### src/dpa_pkg.sv
// shared widths, register indexes and constants of the doppler pitch and attenuation block
package dpa_pkg;

    localparam int POS_W    = 24;
    localparam int VEL_W    = 19;
    localparam int D_W      = POS_W + 1;
    localparam int DIST2_W  = 2 * D_W;
    localparam int DIST_W   = D_W;
    localparam int DOT_W    = 45;
    localparam int NUM_W    = 47;
    localparam int DIV_N_W  = 61;
    localparam int DIV_D_W  = 46;
    localparam int MUL_A_W  = 33;
    localparam int MUL_B_W  = 27;
    localparam int MUL_P_W  = MUL_A_W + MUL_B_W;
    localparam int E_W      = 32;
    localparam int Q16_W    = 16;
    localparam int SPEED_W  = 20;
    localparam int CFG_IDX_W  = 2;
    localparam int CFG_DATA_W = SPEED_W;

    typedef enum logic [CFG_IDX_W-1:0] {
        CFG_DOPPLER_ENABLE    = 2'd0,
        CFG_DOPPLER_SCALE     = 2'd1,
        CFG_SOUND_SPEED       = 2'd2,
        CFG_ATTENUATION_SCALE = 2'd3
    } t_cfg_idx;

    localparam logic [Q16_W-1:0]   RST_DOPPLER_SCALE     = 16'd4096;
    localparam logic [SPEED_W-1:0] RST_SOUND_SPEED       = 20'd34300;
    localparam logic [Q16_W-1:0]   RST_ATTENUATION_SCALE = 16'd4096;

    localparam logic [Q16_W-1:0] PITCH_ONE  = 16'd16384;
    localparam logic [Q16_W-1:0] PITCH_MIN  = 16'd8192;
    localparam logic [Q16_W-1:0] PITCH_MAX  = 16'd32768;
    localparam logic [Q16_W-1:0] GAIN_ONE   = 16'd32768;

endpackage

### src/dpa_mul.sv
// shared signed multiplier with registered product
module dpa_mul
    import dpa_pkg::*;
(
    input  logic                       i_clk,
    input  logic signed [MUL_A_W-1:0]  i_a,
    input  logic signed [MUL_B_W-1:0]  i_b,
    output logic signed [MUL_P_W-1:0]  o_p
);

    logic signed [MUL_P_W-1:0] r_p;

    always_ff @(posedge i_clk) begin
        r_p <= MUL_P_W'(i_a) * MUL_P_W'(i_b);
    end

    assign o_p = r_p;

endmodule

### config.mk
export PLATFORM = sky130hd
export DESIGN_NAME = dpa_mul
export DESIGN_NICKNAME = d
export VERILOG_FILES = /design/src/dpa_pkg.sv /design/src/dpa_mul.sv
export SDC_FILE = /design/constraint.sdc
export NUM_CORES = 2
export LEC_CHECK = 0
export ABC_CLOCK_PERIOD_IN_PS = 9800
export BUFFER_PORTS_ARGS = -buffer_cell sky130_fd_sc_hd__buf_4
export CAP_MARGIN = 0
export CORE_MARGIN = 2
export CORE_UTILIZATION = 56
export CTS_BUF_LIST = sky130_fd_sc_hd__clkbuf_8 sky130_fd_sc_hd__clkbuf_16
export DETAILED_ROUTE_END_ITERATION = 7
export PLACE_DENSITY_LB_ADDON = 0.1
export RECOVER_POWER = 25
export SYNTH_ARGS = -nofsm -noshare
export SYNTH_HDL_FRONTEND = slang
export SYNTH_SLANG_ARGS = --single-unit
### constraint.sdc
create_clock -name i_clk -period 9.8 [get_ports i_clk]
set_input_delay 2.94 -clock i_clk [delete_from_list [all_inputs] [get_ports i_clk]]
set_output_delay 2.94 -clock i_clk [all_outputs]
set_load 0.01 [all_outputs]
# Word level (Yosys, flattened, before mapping)
# Index checks and enable logic that the tools add are counted.
dict set report totals {
  regBits 60
  out_inout_bits 60
  word_cells 2
}
dict set report op_classes {
  multipliers 1
}
# cell n
set ops {}
lappend ops {{$mul 33x27->60} 1}

# Logic depth before layout (Yosys ltp)
dict set report depth {
  word_depth 1
  depth_mapped 28
  mapped_depth_nobuf 25
}

# Worst setup path before layout
# No wires, ideal clock.
dict set report synth_path {
  path_kind {input -> register}
  startpoint {in i_a[32]}
  endpoint {reg r_p[53], in the netlist o_p[53]}
  arrival_ps 9376
  required_ps 9680
  slack_ps 304
  cell_stages 23
  path_cell_list {clkbuf_1 > nand2_1 > inv_1 > fa_1 > fa_1 > fa_1 > ha_1 > inv_1 > fa_1 > inv_1 > fa_1 > fa_1 > ha_1 > clkbuf_1 > a21o_1 > a21o_1 > a21o_1 > a21oi_1 > o21ai_0 > a21o_1 > or2_2 > a311oi_1 > nor2_1}
}
dict set report synth_between {
  elab_chain_len 1
}
# element line_no
set synth_lines {}
lappend synth_lines {{start, declared} dpa_mul.sv:6} ;# input logic signed [MUL_A_W-1:0] i_a,
lappend synth_lines {{$mul 33x27->60} dpa_mul.sv:14} ;# r_p <= MUL_P_W'(i_a) * MUL_P_W'(i_b);
lappend synth_lines {{end signal, assigned} dpa_mul.sv:14}
lappend synth_lines {{end, declared} dpa_mul.sv:11} ;# logic signed [MUL_P_W-1:0] r_p;
# No other way between the ends.

# Final worst setup path
dict set report layout_path {
  startpoint {in i_b[3]}
  endpoint {reg r_p[53], in the netlist o_p[53]}
}
dict set report layout_between {
  elab_chain_len 1
}
# element line_no
set layout_lines {}
lappend layout_lines {{start, declared} dpa_mul.sv:7} ;# input logic signed [MUL_B_W-1:0] i_b,
lappend layout_lines {{$mul 33x27->60} dpa_mul.sv:14}
# No other way between the ends.

==> qor.txt <==
Netlist cell types -> 57
Worst Path Max Fanout -> 13
CTS tree -> built
Worst Setup End Kind -> register
TritonCTS buffer count -> 9
detailed-route wire length -> 90200 um
largest net degree at the start of global routing -> 20
cell area after synthesis -> 0.0325 mm2
layout cell share with drive strength beyond 1 -> 10.7%
via count -> 23900
sequential area share after synthesis -> 3.70%
GRT Total Usage -> 32.1%
kind of critical path -> in2reg
Final Hold Viols -> 0
max reg flops -> 60
post-synthesis cell count -> 3528
port bufs -> 120
post-synthesis register bit count -> 60
first-pass GRT wire length -> 145000 um
Layout area overhead -> 11.6%
most frequent cells in the layout -> 959 x inv_1, 909 x fa_1, 515 x nand2_1
Slew @ Worst Pin -> 0.644 ns
crit share post-route -> 97.6%
unrepaired setup endpoints after global routing -> no
die width -> 245 um
Crit path max-delay family -> adder cells
fmax -> 0.105 GHz
Adder-Cell Fraction of Synth Area -> 62.7%
clk root buf -> clkbuf_16
DR DRC count -> 0
Iteration-0 DRC Markers -> 1247
TritonRoute pass-1 iters -> 5
total gr overflow -> 0
xor/xnor share of the synthesized area -> 1.70%
slew margin rel. -> 56.7%
Final Slew Violations -> 0
CP required -> 10.09 ns
Worst path most repeated cell -> fa_1
Post-synth EDFFs -> 0
CTS HTree Levels -> 3
I/O pin total -> 121
largest family of logic cells by synthesized area -> adder cells
hold_buf cts -> 0
number of global-route vias before repair -> 26800
ys flop type -> dfxtp_1
Placer Congestion -> 0.940
Avg WL per Cell -> 19.9 um
status -> complete, no violations
Post-synth ARST share -> 0%
Yosys Warn Count -> 0
num rows -> 88
Core Area -> 0.0576 mm2
worst hold margin -> 3.11 ns
worst-case clock buffer depth -> 2
Layout Nets -> 4904
CP max stage cell -> fa_1
starting density of the core -> 56.4%
Vias/cell -> 5.26
Worst Setup Start Kind -> input pin
Post-Synth Simple-Gate Area -> 15.2%
Synth Area in Compound Gates -> 3.59%
Die Area -> 0.0600 mm2
Detailed Place HPWL -> 80000 um
Synth Net Count -> 4670
Sum Neg Setup Slack -> 0 ns
max-cap viol count -> 0
ANT nets after route -> 0
placed cells -> 4516
crit-path max cell delay -> 0.56 ns
Final min period -> 9.57 ns
CP arrival -> 9.85 ns
Setup violations, final -> 0
Worst Path Buf+Inv -> 10
Util after Layout -> 63.0%
Die Ht -> 245 um
Mean Syn Cell Area -> 9.21 um2
clk sinks -> 60
Hold WC Path Type -> in2reg
Post-Layout Cell Count -> 4540
commonest non-fill, non-tap cell in the layout -> inv_1
initial antenna violation count -> 9
clock-pin slew on the worst setup and hold paths -> 0.11 ns
mux cell area share after synthesis -> 0.0347%
Yosys cell counts (all sizes together) (2+ instances only):
cell type,n,area (um2)
clkbuf,163,612
a21o,26,196
and3,11,68.8
nand2b,11,68.8
a211o,3,26.3
nand3,9,45.0
o211ai,8,70.1
dfxtp,60,1200
o21ai,32,168
a311oi,6,58.8
a21boi,3,22.5
o21a,6,45.0
a31oi,8,50.1
and2,389,2430
ha,170,2130
nor2,49,184
nand2,515,1930
xnor2,42,368
inv,960,3600
buf,9,48.8
a21oi,54,274
xor2,21,184
a41oi,3,33.8
nand4,9,56.3
nor3,2,10.0
or2,2,12.5
nor2b,7,43.8
o21bai,9,67.6
and4,2,17.5
nor3b,3,22.5
o31ai,3,22.5
a211oi,9,67.6
fa,911,18200
cells by family after synthesis:
logic type / Yosys count
AOI/OAI and AO/OA: 177
xor gates and xnor gates: 63
adders and majority gates: 1081
buffers and inverters: 1133
DFF: 60
muxes: 1
and+or+nand+nor: 1013
layout make-up:
class	instances	area (um2)
antenna	8	20.0
sequential	60	1200
tap	765	957
timing repair buffer	395	3100
clock buffer	9	225
fill	4921	21300
inverter	961	3610
clock inverter	7	98.8
multi-input combinational	2335	27100
worst min-delay path: stages:
cell,delay [ns]
buf_4,0.17
buf_4,0.21
and2_1,0.17
metal layers:
metal  vias up  wire [um]  GRT usage, %
li1      10400          -             -
met1     12500      31200          35.6
met2       712      48700          58.8
met3       248       3840          3.50
met4         0       6480          20.4
met5         -          0             0
final timing paths:
| path | start | end | slack, ns | depth (start not counted) |
|---|---|---|---|---|
| max | i_b[3] | o_p[53] | 0.23 | 28 |
| min | i_a[0] | o_p[0] | 3.11 | 3 |
metrics by stage:
| stage | area, um2 | setup slack, ns |
|---|---|---|
| after floorplan | 32500 | 0.304 |
| after global placement | 36000 | -0.258 |
| after detailed placement | 36000 | -0.227 |
| after CTS | 36300 | 0.157 |
| after global routing | 36300 | 0.00322 |
| final | 36300 | 0.233 |
repair_timing:
action / CTS / global route
setup endpoints to repair: 0 / 8
gates resized for setup: 0 / 9
setup buffers: 0 / 0
Power is not shown: default switching activity piles up to over one toggle a cycle in this logic, so the estimate is an artifact.
