$ cat src/dpa_pkg.sv
// shared widths, register indexes and constants of the doppler pitch and attenuation block
package dpa_pkg;

    localparam int POS_W    = 24;
    localparam int VEL_W    = 19;
    localparam int D_W      = POS_W + 1;
    localparam int DIST2_W  = 2 * D_W;
    localparam int DIST_W   = D_W;
    localparam int DOT_W    = 45;
    localparam int NUM_W    = 47;
    localparam int DIV_N_W  = 61;
    localparam int DIV_D_W  = 46;
    localparam int MUL_A_W  = 33;
    localparam int MUL_B_W  = 27;
    localparam int MUL_P_W  = MUL_A_W + MUL_B_W;
    localparam int E_W      = 32;
    localparam int Q16_W    = 16;
    localparam int SPEED_W  = 20;
    localparam int CFG_IDX_W  = 2;
    localparam int CFG_DATA_W = SPEED_W;

    typedef enum logic [CFG_IDX_W-1:0] {
        CFG_DOPPLER_ENABLE    = 2'd0,
        CFG_DOPPLER_SCALE     = 2'd1,
        CFG_SOUND_SPEED       = 2'd2,
        CFG_ATTENUATION_SCALE = 2'd3
    } t_cfg_idx;

    localparam logic [Q16_W-1:0]   RST_DOPPLER_SCALE     = 16'd4096;
    localparam logic [SPEED_W-1:0] RST_SOUND_SPEED       = 20'd34300;
    localparam logic [Q16_W-1:0]   RST_ATTENUATION_SCALE = 16'd4096;

    localparam logic [Q16_W-1:0] PITCH_ONE  = 16'd16384;
    localparam logic [Q16_W-1:0] PITCH_MIN  = 16'd8192;
    localparam logic [Q16_W-1:0] PITCH_MAX  = 16'd32768;
    localparam logic [Q16_W-1:0] GAIN_ONE   = 16'd32768;

endpackage

$ cat src/dpa_isqrt.sv
// digit by digit integer square root, two radicand bits per cycle
module dpa_isqrt
    import dpa_pkg::*;
(
    input  logic               i_clk,
    input  logic               i_rst_n,
    input  logic               i_start,
    input  logic [DIST2_W-1:0] i_x,
    output logic               o_done,
    output logic [DIST_W-1:0]  o_root
);

    localparam int ITER  = DIST2_W / 2;
    localparam int CNT_W = $clog2(ITER + 1);
    localparam int REM_W = DIST_W + 1;

    logic               r_busy;
    logic               r_done;
    logic [CNT_W-1:0]   r_cnt;
    logic [DIST2_W-1:0] r_x;
    logic [REM_W-1:0]   r_rem;
    logic [DIST_W-1:0]  r_root;
    logic [REM_W+1:0]   rem_sh;
    logic [REM_W+1:0]   trial;
    logic               ge;

    assign rem_sh = {r_rem, r_x[DIST2_W-1:DIST2_W-2]};
    assign trial  = {1'b0, r_root, 2'b01};
    assign ge     = rem_sh >= trial;

    always_ff @(posedge i_clk) begin
        if (!i_rst_n) begin
            r_busy <= 1'b0;
            r_done <= 1'b0;
            r_cnt  <= '0;
        end else if (i_start) begin
            r_busy <= 1'b1;
            r_done <= 1'b0;
            r_cnt  <= CNT_W'(ITER);
        end else if (r_busy) begin
            r_cnt <= r_cnt - 1'b1;
            if (r_cnt == CNT_W'(1)) begin
                r_busy <= 1'b0;
                r_done <= 1'b1;
            end
        end else begin
            r_done <= 1'b0;
        end
    end

    always_ff @(posedge i_clk) begin
        if (i_start) begin
            r_x    <= i_x;
            r_rem  <= '0;
            r_root <= '0;
        end else if (r_busy) begin
            r_x <= {r_x[DIST2_W-3:0], 2'b00};
            if (ge) begin
                r_rem  <= REM_W'(rem_sh - trial);
                r_root <= {r_root[DIST_W-2:0], 1'b1};
            end else begin
                r_rem  <= rem_sh[REM_W-1:0];
                r_root <= {r_root[DIST_W-2:0], 1'b0};
            end
        end
    end

    assign o_done = r_done;
    assign o_root = r_root;

endmodule

$ cat config.mk
export PLATFORM = sky130hd
export DESIGN_NAME = dpa_isqrt
export DESIGN_NICKNAME = d
export VERILOG_FILES = /design/src/dpa_pkg.sv /design/src/dpa_isqrt.sv
export SDC_FILE = /design/constraint.sdc
export NUM_CORES = 1
export LEC_CHECK = 0
export CAP_MARGIN = 20
export CORE_UTILIZATION = 35
export CTS_CLUSTER_SIZE = 28
export DETAILED_ROUTE_END_ITERATION = 16
export DONT_BUFFER_PORTS = 1
export GPL_TIMING_DRIVEN = 0
export PLACE_DENSITY = 0.56
export SLEW_MARGIN = 20
export SYNTH_ARGS = -nofsm -noshare
export SYNTH_HDL_FRONTEND = slang
export SYNTH_SLANG_ARGS = --single-unit
$ cat constraint.sdc
create_clock -name i_clk -period 2.4 [get_ports i_clk]
set_input_delay 0.48 -clock i_clk [delete_from_list [all_inputs] [get_ports i_clk]]
set_output_delay 0.48 -clock i_clk [all_outputs]
set_load 0.02 [all_outputs]
[Yosys cells after proc, flatten, opt, wreduce, memory -nomap -nowiden]
Cells that the tools add are included.
Storage, ports and cells
  bits in registers: 108
  bits of input ports: 53
  output and inout port bits: 26
Operators by class
  $add $sub $neg: 2
  magnitude comparators: 1
  equality and inequality tests: 1
  muxes and demuxes: 9
  bitwise logic cells: 2
  reduce and logical (&&, ||, !) cells: 3
Operators by type and width (count)
  $mux 50: 2
  $ge 28x27->1: 1
  $mux 26: 1
  $sub 26x26->26: 1
  $mux 5: 2
  $eq 5x1->1 const B: 1
  $sub 5x1->5 const B: 1
  $mux 1: 4
  $reduce_or 3->1: 1
  $not 1->1: 2
  $reduce_bool 2->1: 1
  $reduce_or 2->1: 1

[Depth between registers and ports, before layout]
  word-level depth: 4
  depth in mapped cells: 11
  mapped depth without buffers: 10

[Least setup slack after synthesis]
No wires, ideal clock.
  path type: reg2reg
  start: register r_root[9] (netlist: o_root[9])
  end: register r_rem[0]
  library setup time: 0.128 ns
  arrival: 2.313 ns
  data required time: 2.272 ns
  setup slack: -0.040 ns
  stages on the path, launching flop included: 12
  period minus slack after synthesis: 2.440 ns
  cells stage by stage: dfxtp_1 -> inv_1 -> ha_1 -> clkbuf_2 -> and3_1 -> nor3b_1 -> a311oi_1 -> a31oi_4 -> buf_4 -> xnor2_1 -> mux2i_1 -> nor2_1
On the way
  word-level cells in the longest chain between the ends: 2
RTL lines
  start: declaration: line dpa_isqrt.sv:22  | logic [DIST_W-1:0] r_root;
  start signal: assignment: line dpa_isqrt.sv:60  | r_root <= {r_root[DIST_W-2:0], 1'b1};
  start signal: assignment: line dpa_isqrt.sv:63  | r_root <= {r_root[DIST_W-2:0], 1'b0};
  $ge 28x27->1: line dpa_isqrt.sv:29  | assign ge = rem_sh >= trial;
  $mux 26: line dpa_isqrt.sv:58  | if (ge) begin
  end signal: assignment: line dpa_isqrt.sv:59  | r_rem <= REM_W'(rem_sh - trial);
  end signal: assignment: line dpa_isqrt.sv:62  | r_rem <= rem_sh[REM_W-1:0];
  end: declaration: line dpa_isqrt.sv:21  | logic [REM_W-1:0] r_rem;
No other way between the ends.
A chain may end at the register's enable or synchronous reset.

[Worst setup path in the final report]
  start: register r_root[13] (netlist: o_root[13])
  end: register r_rem[2]
The elaborated chain is that of the path after synthesis.

==> flow_summary.yaml <==
route:
  total_number_of_vias: 4403
  routedWlPerCell_um: 17.3
  drt_pass1_iterations: 6
  drt_iter0_drc: 245
  post-route-drc-count: 0
  drt.antenna.violating_nets: 0
  detail_route.wirelength_um: 14400
  route.detailed.vias_per_inst: 5.31
setup_path:
  criticalPathCategory: "reg -> reg"
  timing.critical_path.from_type: "flop"
  crit_required_ns: 2.61
  critical_path.endpoint_type: "flop"
  r2r.worst_path.cells: 10
  arrival_ns: 2.73
  worst-path-max-fanout: 5
placed_design:
  io_buffers: 0
  dp_hpwl_um: 9870
  detailed_place.area_um2: 6170
  gp_congestion: 0.847
  placed_cells: 783
  dp_worst_setup_slack_ns: -0.517
pwr:
  vdd_drop_max_v: 0.000919
  total_power_w: 0.0110
  p_per_area_nw_per_um2: 1520
  power_leakage_nw: 2.64
synth:
  cells_after_synthesis: 566
  flip_flop_and_latch_count_after_synthesis: 108
  syn-cell-area_um2: 5870
  yosysTopAreaCellShare: 0.256
  ys.flop_type: "dfxtp_1"
  synthDominantAreaCellType: "edfxtp_1"
  ys_warn_count: 0
  synth_enable_flop_cells: 50
  asyncSetResetFlopFracSynth: 0
  synth_area_per_cell_um2: 10.4
  yosysUniqueCellTypes: 57
  postSynthNetCount: 648
  synth_seq_area_share: 0.454
  synthTopCellsByArea: "edfxtp_1 (26%), dfxtp_1 (20%), mux2_2 (9.2%), ha_1 (6.2%), mux2i_1 (6.1%)"
flow_run:
  drv_cap: 0
timing:
  total_count_of_max_transition_violations_in_the_final_report: 0
  final_period_minus_worst_setup_slack_ns: 2.53
  finalHoldViolCount: 0
  setup_viol: 27
  max_freq_mhz: 396
  timing.max_slew.rel_slack: 0.431
  tightestPinTransition_ns: 0.854
  min_period_over_period: 1.05
  clock-skew-final_ns: 0.0186
  rsz0062_at_grt: "true"
  worst_setup_margin_ns: -0.128
die:
  start_util: 0.364
  placement_rows: 46
  die-area_um2: 17300
  floorplan.die.height_um: 131
  die_x_um: 131
  fp.coreArea_um2: 16100
  design.portCount: 79
global_routing:
  grt-ovfl-total: 0
  wire_length_of_the_first_global_routing_pass_um: 23200
  globalRouteTotalUtil: 0.168
  grt_max_degree: 32
  grt_pass1_vias: 4495
  number_of_antenna_violations_at_the_first_check_in_global_routing: 2
final_layout:
  nets: 689
  synthToLayoutAreaGrowth_pct: 23.2
  layout-drive-gt1-share: 0.324
  final_cell_mix: "nor2_1 (55), edfxtp_1 (50), mux2_2 (48), mux2i_1 (35), dfxtp_1 (30)"
  fin_area_um2: 7230
  layoutNonFillerInstCount: 829
  share_of_the_core_filled_with_cells_in_the_final_layout: 0.448
  mostFrequentLayoutCell: "nor2_1"
clock_tree:
  htree_num_levels: 3
  tritoncts_num_sinks: 108
  cts.root.buffer_cell: "clkbuf_16"
  tritoncts.num_buffers: 9
  tritoncts: "yes"
  cts_max_path_buffers: 2
  cts.hold.buffers_added: 0
  insertion_delay_ns: 0.36
  worst_setup_hold_path_clk_slew_ns: 0.09
outcome:
  run_status: "complete, but fails checks"
  failing_checks: "setup timing"
hold_path:
  hold-path-cell-count: 2
  hp-class: "in -> reg"
## worst max-delay path, cell delays in order (launching register included)
cell      delay, ns
dfxtp_4        0.41
inv_4          0.05
ha_4           0.29
and4_4         0.25
nand3_4        0.08
a211o_1        0.30
a21o_1         0.21
a31oi_4        0.26
buf_8          0.20
mux2i_4        0.24
a211oi_2       0.08
## power by group
part           switching (W)  internal [W]
combinational        0.00356       0.00332
clock               0.000781      0.000846
sequential          0.000247       0.00221
total                0.00459       0.00638
## final cells by class
type                    instances  area, um^2
diodes                          1        2.50
plain buffers                  24         128
clock buffers                   9         225
clock inverters                 7        97.6
fillers                      1544        8890
inverters                      34         138
multi-input cells             399        3370
flip-flops and latches        108        2740
well taps                     216         270
repair buffers                 31         249
## per-layer routing
| layer | GRT usage | routed length [um] |
|---|---|---|
| met5 | 0 | 0 |
| met4 | 0.0801 | 316 |
| met3 | 0.0448 | 933 |
| met2 | 0.275 | 6900 |
| met1 | 0.205 | 6220 |
## through the flow
stage	hold WS, ns	TNS [ns]
floorplan	0.429	0
global placement	0.450	-28.35
detailed placement	0.453	-9.17
CTS	0.219	-1.09
global route	0.229	-4.75
finish	0.236	-1.58
## Yosys cell counts, types with 7 or more instances
| cell type | n |
|---|---|
| nand3_1 | 8 |
| xor2_1 | 17 |
| edfxtp_1 | 50 |
| clkbuf_1 | 12 |
| mux2i_1 | 36 |
| xnor2_1 | 12 |
| nor3b_1 | 7 |
| dfxtp_1 | 58 |
| o21ai_0 | 20 |
| nor4_1 | 7 |
| a21oi_1 | 30 |
| nor3_1 | 9 |
| a21o_1 | 9 |
| ha_1 | 29 |
| inv_1 | 34 |
| buf_1 | 8 |
| nand2b_1 | 8 |
| nor2_1 | 59 |
| mux2_2 | 48 |
| nand2_1 | 27 |
| a211oi_1 | 12 |
## kinds of logic (layout without fill, tap and decap cells)
| kind of cell | count (synthesis) | after routing | share of synthesized area |
|---|---|---|---|
| xor+xnor | 29 | 29 | 0.0433 |
| simple gates | 151 | 151 | 0.126 |
| mux | 84 | 84 | 0.154 |
| fa+ha+maj | 29 | 29 | 0.0618 |
| other cells | 0 | 1 | 0 |
| buf+inv | 59 | 105 | 0.0407 |
| compound gates | 106 | 106 | 0.121 |
| flops | 108 | 108 | 0.454 |
## repair_timing
| action | 4_1_cts | 5_1_grt |
|---|---|---|
| pin swaps | 30 | 23 |
| gates resized for setup | 85 | 56 |
| setup endpoints to repair | 27 | 27 |
| setup buffers | 18 | 12 |
| endpoints found under the hold margin | 0 | 0 |
| cloned | 1 | 0 |
## worst paths after layout
kind | from | to | slack, ns
min reg2reg | r_rem[24] | r_rem[24] | 0.47
min | i_rst_n | o_done | 0.24
max reg2reg | o_root[13] | r_rem[2] | -0.13
max | o_root[13] | r_rem[2] | -0.13
## state kept, by name (all words and copies together) (netlist names)
| name | count |
|---|---|
| r_rem | 26 |
| r_busy | 1 |
| o_root | 25 |
| o_done | 1 |
| r_cnt | 5 |
| r_x | 50 |
Note: power is estimated with default switching activity, not from simulation.
