==> config.mk <==
export PLATFORM = sky130hd
export DESIGN_NAME = dpa_div
export DESIGN_NICKNAME = d
export VERILOG_FILES = /design/src/dpa_pkg.sv /design/src/dpa_div.sv
export SDC_FILE = /design/constraint.sdc
export NUM_CORES = 1
export LEC_CHECK = 0
export ABC_AREA = 1
export BUFFER_PORTS_ARGS = -buffer_cell sky130_fd_sc_hd__clkbuf_2
export CAP_MARGIN = 5
export CORE_ASPECT_RATIO = 1.5
export CORE_MARGIN = 4
export CORE_UTILIZATION = 35
export DETAILED_ROUTE_END_ITERATION = 10
export PLACE_DENSITY = 0.51
export SLEW_MARGIN = 40
export SYNTH_ARGS = -nofsm -noshare
export SYNTH_HDL_FRONTEND = slang
export SYNTH_SLANG_ARGS = --single-unit
==> constraint.sdc <==
create_clock -name i_clk -period 3.5 [get_ports i_clk]
set_input_delay 0.175 -clock i_clk [delete_from_list [all_inputs] [get_ports i_clk]]
set_output_delay 0.175 -clock i_clk [all_outputs]
set_load 0.1 [all_outputs]
==> src/dpa_pkg.sv <==
// shared widths, register indexes and constants of the doppler pitch and attenuation block
package dpa_pkg;

    localparam int POS_W    = 24;
    localparam int VEL_W    = 19;
    localparam int D_W      = POS_W + 1;
    localparam int DIST2_W  = 2 * D_W;
    localparam int DIST_W   = D_W;
    localparam int DOT_W    = 45;
    localparam int NUM_W    = 47;
    localparam int DIV_N_W  = 61;
    localparam int DIV_D_W  = 46;
    localparam int MUL_A_W  = 33;
    localparam int MUL_B_W  = 27;
    localparam int MUL_P_W  = MUL_A_W + MUL_B_W;
    localparam int E_W      = 32;
    localparam int Q16_W    = 16;
    localparam int SPEED_W  = 20;
    localparam int CFG_IDX_W  = 2;
    localparam int CFG_DATA_W = SPEED_W;

    typedef enum logic [CFG_IDX_W-1:0] {
        CFG_DOPPLER_ENABLE    = 2'd0,
        CFG_DOPPLER_SCALE     = 2'd1,
        CFG_SOUND_SPEED       = 2'd2,
        CFG_ATTENUATION_SCALE = 2'd3
    } t_cfg_idx;

    localparam logic [Q16_W-1:0]   RST_DOPPLER_SCALE     = 16'd4096;
    localparam logic [SPEED_W-1:0] RST_SOUND_SPEED       = 20'd34300;
    localparam logic [Q16_W-1:0]   RST_ATTENUATION_SCALE = 16'd4096;

    localparam logic [Q16_W-1:0] PITCH_ONE  = 16'd16384;
    localparam logic [Q16_W-1:0] PITCH_MIN  = 16'd8192;
    localparam logic [Q16_W-1:0] PITCH_MAX  = 16'd32768;
    localparam logic [Q16_W-1:0] GAIN_ONE   = 16'd32768;

endpackage

==> src/dpa_div.sv <==
// restoring divider, one quotient bit per cycle
module dpa_div
    import dpa_pkg::*;
(
    input  logic               i_clk,
    input  logic               i_rst_n,
    input  logic               i_start,
    input  logic [DIV_N_W-1:0] i_dividend,
    input  logic [DIV_D_W-1:0] i_divisor,
    output logic               o_done,
    output logic [DIV_N_W-1:0] o_quo
);

    localparam int CNT_W = $clog2(DIV_N_W + 1);

    logic               r_busy;
    logic               r_done;
    logic [CNT_W-1:0]   r_cnt;
    logic [DIV_D_W-1:0] r_rem;
    logic [DIV_N_W-1:0] r_quo;
    logic [DIV_D_W-1:0] r_dvs;
    logic [DIV_D_W:0]   rem_sh;
    logic [DIV_D_W:0]   diff;

    assign rem_sh = {r_rem, r_quo[DIV_N_W-1]};
    assign diff   = rem_sh - {1'b0, r_dvs};

    always_ff @(posedge i_clk) begin
        if (!i_rst_n) begin
            r_busy <= 1'b0;
            r_done <= 1'b0;
            r_cnt  <= '0;
        end else if (i_start) begin
            r_busy <= 1'b1;
            r_done <= 1'b0;
            r_cnt  <= CNT_W'(DIV_N_W);
        end else if (r_busy) begin
            r_cnt <= r_cnt - 1'b1;
            if (r_cnt == CNT_W'(1)) begin
                r_busy <= 1'b0;
                r_done <= 1'b1;
            end
        end else begin
            r_done <= 1'b0;
        end
    end

    always_ff @(posedge i_clk) begin
        if (i_start) begin
            r_rem <= '0;
            r_quo <= i_dividend;
            r_dvs <= i_divisor;
        end else if (r_busy) begin
            if (!diff[DIV_D_W]) begin
                r_rem <= diff[DIV_D_W-1:0];
                r_quo <= {r_quo[DIV_N_W-2:0], 1'b1};
            end else begin
                r_rem <= rem_sh[DIV_D_W-1:0];
                r_quo <= {r_quo[DIV_N_W-2:0], 1'b0};
            end
        end
    end

    assign o_done = r_done;
    assign o_quo  = r_quo;

endmodule

# ---- Word level (Yosys, flattened, before mapping)
# Index checks and enable logic that the tools add are counted.
dict set report word_totals {
  input_bits 110
  output_inout_bits 62
  reg_bits 161
}
dict set report op_classes {
  add_sub_neg 2
  n_eq_ne 1
  muxes 9
  n_reduce_logical 3
  bitwise_logic 2
}
# operator count
set op_table {}
lappend op_table {{61-bit two-way mux} 2}
lappend op_table {{47-bit by 46-bit subtractor with 47-bit output} 1}
lappend op_table {{46-bit two-way mux} 1}
lappend op_table {{6-bit two-way mux} 2}
lappend op_table {{6-bit by 1-bit equality test with 1-bit output (second input constant)} 1}
lappend op_table {{6-bit by 1-bit subtractor with 6-bit output (second input constant)} 1}
lappend op_table {{1-bit two-way mux} 4}
lappend op_table {{3-bit OR reduction} 1}
lappend op_table {{1-bit NOT} 2}
lappend op_table {{2-bit nonzero test} 1}
lappend op_table {{2-bit OR reduction} 1}

# ---- Logic depth before layout (Yosys ltp)
dict set report depth {
  depth_word 4
  depth_mapped 19
  mapped_depth_nobuf 18
}

# ---- Least setup slack after synthesis
# No wires, ideal clock.
dict set report synth_path {
  path_type {register to register}
  start {register r_quo[60], in the netlist o_quo[60]}
  end {register r_quo[0], in the netlist o_quo[0], data pin}
  required_time_ns 3.235
  path_stages_with_launch 16
  arrival_time_ns 2.539
  setup_time_ns 0.265
  path_buffers 2
  period_less_slack_ns 2.805
  setup_slack_ns 0.695
  cell_sequence {edfxtp_1 inv_1 ha_1 inv_1 fa_1 nand2_1 nand3_2 nand2_1 nand2_1 nand2_2 nand3_2 nand2_2 nand2_2 buf_6 buf_6 o21ai_1}
}
dict set report synth_between {
  elab_chain_cells 4
}
# element line
set synth_rtl {}
lappend synth_rtl {{from (decl)} dpa_div.sv:20} ;# logic [DIV_N_W-1:0] r_quo;
lappend synth_rtl {{from (signal assigned)} dpa_div.sv:51} ;# r_quo <= i_dividend;
lappend synth_rtl {{from (signal assigned)} dpa_div.sv:56} ;# r_quo <= {r_quo[DIV_N_W-2:0], 1'b1};
lappend synth_rtl {{from (signal assigned)} dpa_div.sv:59} ;# r_quo <= {r_quo[DIV_N_W-2:0], 1'b0};
lappend synth_rtl {{47-bit by 46-bit subtractor with 47-bit output} dpa_div.sv:26} ;# assign diff = rem_sh - {1'b0, r_dvs};
lappend synth_rtl {{1-bit two-way mux} dpa_div.sv:54} ;# if (!diff[DIV_D_W]) begin
lappend synth_rtl {{61-bit two-way mux} dpa_div.sv:53} ;# end else if (r_busy) begin
lappend synth_rtl {{61-bit two-way mux} dpa_div.sv:49} ;# if (i_start) begin
# No other way between the ends. The select of a mux whose other input is x is not followed.
# A chain may end at the register's enable or synchronous reset.

# ---- Final worst setup path
dict set report layout_path {
  start {register r_quo[60], in the netlist o_quo[60]}
  end {register r_rem[15]}
}
dict set report layout_between {
  elab_chain_cells 2
}
# element line
set layout_rtl {}
lappend layout_rtl {{47-bit by 46-bit subtractor with 47-bit output} dpa_div.sv:26}
lappend layout_rtl {{46-bit two-way mux} dpa_div.sv:54}
lappend layout_rtl {{to (signal assigned)} dpa_div.sv:55} ;# r_rem <= diff[DIV_D_W-1:0];
lappend layout_rtl {{to (signal assigned)} dpa_div.sv:58} ;# r_rem <= rem_sh[DIV_D_W-1:0];
lappend layout_rtl {{to (decl)} dpa_div.sv:19} ;# logic [DIV_D_W-1:0] r_rem;
# No other way between the ends.

==> reports/metrics.cfg <==
[outcome]
status = complete, no violations

[grt]
grt_max_degree = 93
overflow = 0
grt_pass1_vias = 10432
grt_pass1_wl_mm = 52.6
antenna_found_initial = 0
grt_usage = 0.200

[synthesis]
syn_avg_cell_area_um2 = 6.74
syn_inst = 1587
synth_top_area_frac = 0.300
ys_types = 36
synth_edf_count = 107
synth_ff_type = edfxtp_1
ys_ff_latch = 161
async_reset_ff_frac = 0
synth.cell_area_mm2 = 0.0107
syn-num-nets = 1746
synth_largest_area_cell = edfxtp_1
synth.area.top_cells = edfxtp_1, nand2_1, inv_1, dfxtp_1, ha_1
seq_area_frac_synth = 0.401
ys.warnings.count = 0

[clock_tree]
clock-sinks = 161
htree_levels = 4
clk_path_buf_depth = 2
numCtsBuffers = 17
worstSkewPairLatency_ns = 0.45
clk_pin_slew_ns = 0.07
root_buffer = clkbuf_16
cts_setup_buffers = 0
tritoncts = done

[power]
leakagePower_nw = 7.33
ir_drop_mv = 0.349
p_int_mw = 3.50
p_seq_frac = 0.416
switching_power_mw = 1.90
clkPwrFrac = 0.357
p_sw_frac = 0.351
power_mw = 5.39
power.density_mw_per_mm2 = 395
comb_power_share = 0.227

[timing]
setup_slack_ns = 0.624
rsz0062_at_grt = no
hold_viol = 0
tns_ns = 0
max_slew.worst_pin.slew_ns = 0.661
finalMaxSlewViolations = 0
hold_slack_ns = 0.0324
setup_viol = 0
min_period_ns = 2.88
fmax_mhz = 348
slew-limit-headroom = 0.559
skew_ns = 0.0152
finalCritPeriodShare = 0.822

[placement]
place_ws_ns = 0.613
dpl.hpwl_mm = 24.7
gp_congestion = 0.969
place_inst = 2129
io_buffers = 171

[min_path]
holdPathEnd = o_quo[60]
min_path_type = input pin to register
min_from = i_dividend[60]
whs_path_depth = 3

[worst_setup_path]
required_ns = 3.84
r2r-start = o_quo[60]
r2r_setup_slack_ns = 0.62
critPathMaxFanout = 27
reg2regPathDepth = 15
end_kind = register
cp-start-kind = register
r2r-end = r_rem[15]
cp.arrival_ns = 3.22
critPathKind = register to register

[drt]
routed_via_density = 4.50
vias = 10212
ant_nets = 0
post-route-drc-count = 0
drtIter0Drc = 598
firstDrtPassIters = 5
wl_mm = 32.6
wl_per_cell_um = 14.4

[cells_and_area]
fin_nets = 2013
fillers = 3164
drive_gt1_frac = 0.140
syn_to_final_growth_pct = 27.5
final_cells = 2267
diodes = 0

[floorplan]
dieWidth_um = 151
rows = 78
dieArea_mm2 = 0.0335
die_y_um = 222
core_area_mm2 = 0.0303
start_util = 0.354
ios = 172

[flow_run]
drv_cap = 0

worst max-delay path, cell delays in order, from the launching register on:
cell      delay, ns
edfxtp_1       0.39
inv_1          0.10
ha_1           0.15
inv_1          0.07
fa_1           0.45
nand2_1        0.12
nand3_2        0.09
nand2_1        0.07
nand2_1        0.11
nand2_2        0.11
nand4_1        0.11
nand2_2        0.49
buf_12         0.29
nand2_1        0.07
nand3_1        0.08
nand2_1        0.06
placed cells by master (no fill, tap or decap), types with 2 or more instances in the layout:
cell type,count
a21boi_0,2
a21oi_1,43
a31oi_1,3
buf_12,3
buf_4,4
clkbuf_16,17
clkbuf_2,170
clkinv_1,2
clkinv_4,4
clkinv_8,2
dfxtp_1,54
dlygate4sd3_1,105
edfxtp_1,107
ha_1,48
inv_1,300
inv_2,4
inv_8,5
nand2_1,691
nand2_2,30
nand3_1,85
nand3_2,2
nand3b_1,4
nand4_1,11
nor2_1,85
nor2_2,11
nor2_4,3
nor3_1,3
nor4_1,4
o21ai_0,10
o21ai_1,11
o21bai_1,7
xnor2_1,20
xor2_1,6
timing repair:
action / in CTS / in global routing
hold buffers: 105 / 0
resized for setup: 0 / 0
hold endpoints to repair: 107 / 0
cells by family after synthesis:
| family | after synthesis | share of synthesized area |
|---|---|---|
| buf+inv | 341 | 0.125 |
| simple gates | 931 | 0.354 |
| compound gates | 79 | 0.0402 |
| fa+ha+maj | 49 | 0.0580 |
| xor+xnor | 26 | 0.0213 |
| flops | 161 | 0.401 |
Yosys cell counts, types with 2 or more instances:
master	number
dfxtp_1	54
nand4_1	11
a21boi_0	2
nand2_1	691
xor2_1	6
xnor2_1	20
o21bai_1	7
nor2_2	11
clkbuf_1	22
buf_12	2
inv_2	4
nand3_2	2
edfxtp_1	107
nor2_1	87
a21oi_1	43
buf_6	2
nor3_1	3
nand3b_1	4
o21ai_1	11
inv_1	301
o21ai_0	10
a31oi_1	3
nor4_1	4
ha_1	48
nand2_2	30
buf_2	8
nand3_1	85
worst max path at each step:
stage | from | endpoint | slack [ns] | cells past startpoint
after floorplan | o_quo[60] | o_quo[0] | 0.70 | 15
after global placement | o_quo[60] | r_rem[19] | 0.71 | 15
after detailed placement | o_quo[60] | r_rem[15] | 0.61 | 15
after CTS | o_quo[60] | r_rem[15] | 0.61 | 15
after global routing | o_quo[60] | r_rem[15] | 0.38 | 15
final | o_quo[60] | r_rem[15] | 0.62 | 15
per-stage QoR:
stage,util,cell area (um2)
finish,0.451,13600
global route,0.451,13600
CTS,0.450,13600
detailed placement,0.396,12000
global placement,0.396,12000
floorplan,-,10700
flip-flops by register name (all words and copies together), names as in the netlist:
signal  cells
r_busy      1
r_dvs      46
o_done      1
o_quo      61
r_cnt       6
r_rem      46
cell type report:
class	instances	area, um2	area share
Timing Repair Buffer	283	2020	0.148
Clock inverter	15	174	0.0127
Clock buffer	17	425	0.0312
Inverter	306	1150	0.0843
Sequential cell	161	4290	0.315
Tap cell	400	500	0.0367
Multi-Input combinational cell	1085	5080	0.372
power by group through the flow:
stage / clock, mW / combinational (mW) / sequential, mW
after floorplan: 0 / 0.335 / 2.81
after global placement: 0 / 1.13 / 2.28
after detailed placement: 0 / 1.14 / 2.28
after CTS: 2.00 / 1.23 / 2.24
after global routing: 2.06 / 1.31 / 2.26
final: 1.93 / 1.22 / 2.24
per-layer routing:
metal  track usage  part of all wire
met1         0.212              0.39
met2         0.368              0.53
met3        0.0442             0.047
met4        0.0913             0.040
met5             0                 0
Power figures use the tool's default switching activity.
